## config.mk

```make
export PLATFORM = sky130hd
export DESIGN_NAME = wrl_ctrl
export DESIGN_NICKNAME = d
export VERILOG_FILES = /design/src/rtl/core/wrl_pkg.sv /design/src/rtl/core/wrl_ctrl.sv
export SDC_FILE = /design/constraint.sdc
export NUM_CORES = 1
export LEC_CHECK = 0
export BUFFER_PORTS_ARGS = -buffer_cell sky130_fd_sc_hd__buf_2
export CAP_MARGIN = 40
export CORE_AREA = 2 2 219 221
export DETAILED_ROUTE_END_ITERATION = 8
export DIE_AREA = 0 0 221 223
export PLACE_DENSITY_LB_ADDON = 0.2
export SYNTH_ARGS = -nofsm -noshare
export SYNTH_HDL_FRONTEND = slang
export SYNTH_SLANG_ARGS = --single-unit
```

## constraint.sdc

```tcl
create_clock -name clk -period 15.37 [get_ports clk]
set_input_delay 3.074 -clock clk [delete_from_list [all_inputs] [get_ports clk]]
set_output_delay 3.074 -clock clk [all_outputs]
set_load 0.01 [all_outputs]
```

## src/rtl/core/wrl_pkg.sv

```systemverilog
// ----------------------------------------------------------------------------
// wrl_pkg: shared types and constants of the wakeup-to-run latency tracker
// Holds the table entry layout, the table write request and the reset values.
// ----------------------------------------------------------------------------
`default_nettype none

package wrl_pkg;

  localparam int TABLE_ENTRIES_DEF = 256;
  localparam int TABLE_ENTRIES_MAX = 16384;
  localparam logic [31:0] MIN_DELAY_RST = 32'd100000;

  localparam logic OP_WAKE   = 1'b0;
  localparam logic OP_SWITCH = 1'b1;

  typedef struct packed {
    logic        valid;
    logic [31:0] key;
    logic [63:0] stamp;
  } tbl_entry_t;

  typedef struct packed {
    logic       we;
    tbl_entry_t data;
  } tbl_wr_t;

endpackage

`default_nettype wire

```

## src/rtl/core/wrl_ctrl.sv

```systemverilog
// ----------------------------------------------------------------------------
// wrl_ctrl: sequencer of the latency tracker
// Clears the table after reset, scans it once per transaction with one key
// comparator, updates the hit or free slot and computes the delay.
// ----------------------------------------------------------------------------
`default_nettype none

module wrl_ctrl #(
  parameter int TABLE_ENTRIES = wrl_pkg::TABLE_ENTRIES_DEF,
  localparam int AW = $clog2(TABLE_ENTRIES),
  localparam int CW = $clog2(TABLE_ENTRIES + 1)
) (
  input  wire logic                clk,
  input  wire logic                rst_n,
  input  wire logic                in_valid,
  output logic                     in_stall,
  input  wire logic                in_op,
  input  wire logic [31:0]         in_task_id,
  input  wire logic [63:0]         in_now_ns,
  input  wire logic [31:0]         in_running_thread_id,
  output logic                     out_valid,
  input  wire logic                out_stall,
  output logic [31:0]              out_measured_task,
  output logic [31:0]              out_reporting_thread,
  output logic [63:0]              out_switch_time_ns,
  output logic [63:0]              out_delay_ns,
  input  wire logic                cfg_we,
  input  wire logic [31:0]         cfg_wdata,
  output wrl_pkg::tbl_wr_t         tbl_wr,
  output logic [AW-1:0]            tbl_waddr,
  output logic [AW-1:0]            tbl_raddr,
  input  wire wrl_pkg::tbl_entry_t tbl_rdata
);
  import wrl_pkg::*;

  typedef enum logic [6:0] {
    ST_CLEAR  = 7'b0000001,
    ST_IDLE   = 7'b0000010,
    ST_SCAN   = 7'b0000100,
    ST_UPDATE = 7'b0001000,
    ST_DIFF   = 7'b0010000,
    ST_CHECK  = 7'b0100000,
    ST_EMIT   = 7'b1000000
  } state_t;

  state_t        state_r, state_nxt;
  logic [AW-1:0] clr_cnt_r, clr_cnt_nxt;
  logic [CW-1:0] rd_cnt_r, rd_cnt_nxt;
  logic          pend_r, pend_nxt;
  logic [AW-1:0] pend_idx_r, pend_idx_nxt;
  logic          hit_r, hit_nxt;
  logic [AW-1:0] hit_idx_r, hit_idx_nxt;
  logic          free_r, free_nxt;
  logic [AW-1:0] free_idx_r, free_idx_nxt;
  logic [63:0]   stamp_r, stamp_nxt;
  logic [63:0]   delay_r, delay_nxt;
  logic [31:0]   min_delay_r;
  logic          op_r;
  logic [31:0]   id_r;
  logic [63:0]   now_r;
  logic [31:0]   thread_r;
  logic          out_valid_r, out_valid_nxt;
  logic          in_accept;
  logic          issue;
  logic          out_load;
  logic          key_match;

  assign in_stall  = (state_r != ST_IDLE);
  assign in_accept = in_valid && (state_r == ST_IDLE);
  assign issue     = (rd_cnt_r != CW'(TABLE_ENTRIES));
  assign tbl_raddr = rd_cnt_r[AW-1:0];
  assign key_match = tbl_rdata.valid && (tbl_rdata.key == id_r);
  assign out_load  = (state_r == ST_EMIT) && (!out_valid_r || !out_stall);
  assign out_valid = out_valid_r;

  always_comb begin
    state_nxt     = state_r;
    clr_cnt_nxt   = clr_cnt_r;
    rd_cnt_nxt    = rd_cnt_r;
    pend_nxt      = 1'b0;
    pend_idx_nxt  = pend_idx_r;
    hit_nxt       = hit_r;
    hit_idx_nxt   = hit_idx_r;
    free_nxt      = free_r;
    free_idx_nxt  = free_idx_r;
    stamp_nxt     = stamp_r;
    delay_nxt     = delay_r;
    tbl_wr.we     = 1'b0;
    tbl_wr.data   = '{valid: 1'b0, key: id_r, stamp: now_r};
    tbl_waddr     = clr_cnt_r;
    out_valid_nxt = out_load || (out_valid_r && out_stall);
    case (state_r)
      ST_CLEAR: begin
        tbl_wr.we   = 1'b1;
        clr_cnt_nxt = clr_cnt_r + AW'(1);
        if (clr_cnt_r == AW'(TABLE_ENTRIES - 1)) begin
          state_nxt = ST_IDLE;
        end
      end
      ST_IDLE: begin
        if (in_accept) begin
          rd_cnt_nxt = '0;
          hit_nxt    = 1'b0;
          free_nxt   = 1'b0;
          state_nxt  = ST_SCAN;
        end
      end
      ST_SCAN: begin
        if (issue) begin
          rd_cnt_nxt   = rd_cnt_r + CW'(1);
          pend_nxt     = 1'b1;
          pend_idx_nxt = rd_cnt_r[AW-1:0];
        end
        if (pend_r) begin
          if (key_match && !hit_r) begin
            hit_nxt     = 1'b1;
            hit_idx_nxt = pend_idx_r;
            stamp_nxt   = tbl_rdata.stamp;
          end
          if (!tbl_rdata.valid && !free_r) begin
            free_nxt     = 1'b1;
            free_idx_nxt = pend_idx_r;
          end
        end
        if (!issue && !pend_r) begin
          state_nxt = ST_UPDATE;
        end
      end
      ST_UPDATE: begin
        state_nxt = ST_IDLE;
        if (op_r == OP_WAKE) begin
          tbl_wr.data.valid = 1'b1;
          tbl_wr.we         = hit_r || free_r;
          tbl_waddr         = hit_r ? hit_idx_r : free_idx_r;
        end else if (hit_r) begin
          tbl_wr.we = 1'b1;
          tbl_waddr = hit_idx_r;
          state_nxt = ST_DIFF;
        end
      end
      ST_DIFF: begin
        delay_nxt = now_r - stamp_r;
        state_nxt = ST_CHECK;
      end
      ST_CHECK: begin
        state_nxt = (delay_r >= {32'd0, min_delay_r}) ? ST_EMIT : ST_IDLE;
      end
      ST_EMIT: begin
        if (out_load) begin
          state_nxt = ST_IDLE;
        end
      end
      default: begin
        state_nxt = ST_IDLE;
      end
    endcase
  end

  always_ff @(posedge clk) begin
    if (!rst_n) begin
      state_r     <= ST_CLEAR;
      clr_cnt_r   <= '0;
      rd_cnt_r    <= '0;
      pend_r      <= 1'b0;
      hit_r       <= 1'b0;
      free_r      <= 1'b0;
      out_valid_r <= 1'b0;
      min_delay_r <= MIN_DELAY_RST;
    end else begin
      state_r     <= state_nxt;
      clr_cnt_r   <= clr_cnt_nxt;
      rd_cnt_r    <= rd_cnt_nxt;
      pend_r      <= pend_nxt;
      hit_r       <= hit_nxt;
      free_r      <= free_nxt;
      out_valid_r <= out_valid_nxt;
      if (cfg_we) begin
        min_delay_r <= cfg_wdata;
      end
    end
  end

  always_ff @(posedge clk) begin
    pend_idx_r <= pend_idx_nxt;
    hit_idx_r  <= hit_idx_nxt;
    free_idx_r <= free_idx_nxt;
    stamp_r    <= stamp_nxt;
    delay_r    <= delay_nxt;
    if (in_accept) begin
      op_r     <= in_op;
      id_r     <= in_task_id;
      now_r    <= in_now_ns;
      thread_r <= in_running_thread_id;
    end
    if (out_load) begin
      out_measured_task    <= id_r;
      out_reporting_thread <= thread_r;
      out_switch_time_ns   <= now_r;
      out_delay_ns         <= delay_r;
    end
  end

endmodule

`default_nettype wire

```

==> insert_results.sql <==
INSERT INTO impl_metrics (metric_group, metric, value, unit) VALUES
('synth', 'netlist_area', '21970', 'µm²'),
('synth', 'synth_top_area_share', '0.6465', ''),
('critical_path', 'cp_endpoint_kind', 'output pin', ''),
('clock_tree', 'cts_inserted_buffers', '57', ''),
('clock_tree', 'cts_max_level', '2', ''),
('synth', 'count_of_synthesis_stage_warnings_from_yosys', '0', ''),
('synth', 'synth_nets', '1885', ''),
('worst_hold_path', 'hold_path_startpoint', 'thread_r[26]$_DFFE_PP_', ''),
('synth', 'yosys_most_used_dff', 'edfxtp_1', ''),
('critical_path', 'r2r_cells', '13', ''),
('layout', 'finalCoreUtilization', '0.5822', ''),
('global_routing', 'grt_antenna_before_repair', '8', ''),
('synth', 'synth.most_common_cell', 'edfxtp_1', ''),
('synth', 'ys_async_sr_fraction', '0', ''),
('global_routing', 'globalRouteTotalUtil', '0.2167', ''),
('synth', 'synthesis.instances', '1523', ''),
('placed_design', 'total_half_perimeter_wirelength_after_legalization_and_detailed_placement', '41730', 'µm'),
('critical_path', 'timing.critical_path.buf_inv', '1', ''),
('critical_path', 'crit_required', '12.30', 'ns'),
('synth', 'synth_edf_count', '473', ''),
('clock_tree', 'clock_path_buffers', '3', ''),
('timing', 'slew_violations', '0', ''),
('timing', 'layout_worst_path_cycle_share', '0.4032', ''),
('global_routing', 'grt-ovfl-total', '0', ''),
('layout', 'syn_to_layout_area_delta', '24.94', '%'),
('critical_path', 'start_kind', 'flip-flop', ''),
('critical_path', 'cpLargestDelayFamily', 'simple AND/OR/NAND/NOR gates', ''),
('routing', 'route.vias.total', '14432', ''),
('power', 'switching_share', '0.2158', ''),
('timing', 'rsz0062_at_grt', 'no', ''),
('floorplanning', 'chipHeight', '223', 'µm'),
('synth', 'yosysSeqAreaShare', '0.7012', ''),
('critical_path', 'critPathLaunch', 'state_r[6]$_SDFFE_PN0P_', ''),
('timing', 'timing.fmax', '0.1614', 'GHz'),
('timing', 'report.final.hold_viol_count', '0', ''),
('clock_tree', 'cts_tree', 'built', ''),
('floorplanning', 'die-width', '221', 'µm'),
('timing', 'setup_viol_count_final', '0', ''),
('power', 'cell_internal_power', '2.462', 'mW'),
('placed_design', 'port_buffers', '570', ''),
('routing', 'route.detailed.wl_per_inst', '19.81', 'µm'),
('critical_path', 'arrival', '3.12', 'ns'),
('floorplanning', 'die_area', '49280', 'µm²'),
('placed_design', 'dp_slack', '9.759', 'ns'),
('routing', 'postRouteWirelength', '55140', 'µm'),
('routing', 'initialDrtViolationCount', '876', ''),
('global_routing', 'grt_first_pass_wirelength', '82300', 'µm'),
('power', 'p_leak', '11.11', 'nW'),
('power', 'peakVddDrop', '121.0', 'µV'),
('placed_design', 'place.gp.congestion', '0.9311', ''),
('clock_tree', 'post_cts_buffers', '0', ''),
('critical_path', 'setup.worst_path.end', 'tbl_waddr[4]', ''),
('critical_path', 'cpPeakStageDelay', '0.71', 'ns'),
('critical_path', 'worst-setup-path-type', 'reg -> out', ''),
('clock_tree', 'clk_latency', '0.62', 'ns'),
('layout', 'layout.nets', '2481', ''),
('timing', 'tightest_slew', '0.9181', 'ns'),
('layout', 'layout.cell_area.non_filler', '27450', 'µm²'),
('critical_path', 'timing.rr.end', 'delay_r[58]$_DFFE_PP_', ''),
('floorplanning', 'row_count', '80', ''),
('floorplanning', 'start_util', '0.4660', ''),
('timing', 'setup_total_negative_slack', '0', 'ns'),
('floorplanning', 'design.core.area', '47150', 'µm²'),
('power', 'sequentialPowerShare', '0.514', ''),
('timing', 'relSlewSlack', '0.3879', ''),
('synth', 'syn-mean-instance-area', '14.43', 'µm²'),
('critical_path', 'crit-reg2reg-launch', 'now_r[0]$_DFFE_PP_', ''),
('status', 'outcome', 'complete, no violations', ''),
('clock_tree', 'cts.hold.buffers_added', '0', ''),
('timing', 'final.min_clock_period', '6.197', 'ns'),
('power', 'clock_power_share', '0.433', '');
==> state kept, by name (all words and copies together), names as in the netlist, 64 cells and up <==
signal and count:
now_r 64, out_switch_time_ns 64, stamp_r 64, out_delay_ns 64
delay_r 64
==> layer usage <==
metal | part of all wire | wire length [µm] | track usage
met1 | 0.40 | 21870 | 0.2649
met2 | 0.50 | 27600 | 0.3761
met3 | 0.074 | 4081 | 0.05558
met4 | 0.028 | 1533 | 0.07015
met5 | 0.0010 | 55 | 0
==> through the flow <==
step	std cells	hold slack, ns
floorplan	1523	0.4003
global placement	2670	0.4010
detailed placement	2675	0.4045
CTS	2782	0.4180
global route	2783	0.4241
finish	2784	0.4172
==> power groups by stage <==
stage / Clock (mW) / Combinational [mW] / Sequential [mW]
after floorplan: 0 / 0.0911 / 1.64
after global placement: 0 / 0.161 / 1.64
after detailed placement: 0 / 0.166 / 1.64
after CTS: 1.40 / 0.167 / 1.61
after global routing: 1.45 / 0.185 / 1.62
final: 1.36 / 0.167 / 1.61
==> worst min path at each step <==
stage	to	depth (start not counted)	slack (ns)
6_report	out_reporting_thread[26]$_DFFE_PP_	0	0.42
2_1_floorplan	out_reporting_thread[0]$_DFFE_PP_	0	0.40
4_1_cts	out_reporting_thread[12]$_DFFE_PP_	0	0.42
3_3_place_gp	out_reporting_thread[3]$_DFFE_PP_	0	0.40
3_5_place_dp	out_reporting_thread[12]$_DFFE_PP_	0	0.40
5_1_grt	out_reporting_thread[20]$_DFFE_PP_	0	0.42
==> cells by family (layout without fill, tap and decap cells) <==
family,Yosys count,in the layout,share of synthesized area
other,0,2,0
muxes,27,27,0.01230
DFF,533,533,0.7012
AOI/OAI and AO/OA,284,284,0.08417
and+or+nand+nor,308,308,0.07278
xor gates and xnor gates,107,107,0.04266
adders and majority gates,99,99,0.05672
buffers and inverters,165,809,0.03018
==> layout make-up <==
class	count	area, µm²	share of cell area
clock inverters	42	422.9	0.01541
multi-input cells	825	5928	0.2160
diodes	2	5.005	0.0001823
repair buffers	583	3000	0.1093
flip-flops and latches	533	15400	0.5612
clock buffers	65	1466	0.05342
well taps	615	769.5	0.02803
inverters	119	451.7	0.01646
==> layout by cell type (no fill, tap or decap), types with 15 or more instances in the layout <==
cell       count
nor3_1        17
ha_1          98
edfxtp_1     473
nor2b_1       42
o21ai_0       50
o21bai_1      15
xor2_1        37
clkbuf_16     57
xnor2_1       70
nor2_1        54
a21oi_1       88
a21o_1        50
dfxtp_1       60
mux2i_1       27
nand2_1       74
inv_1        118
buf_2        570
nand4_1       37
Power figures use the tool's default switching activity.
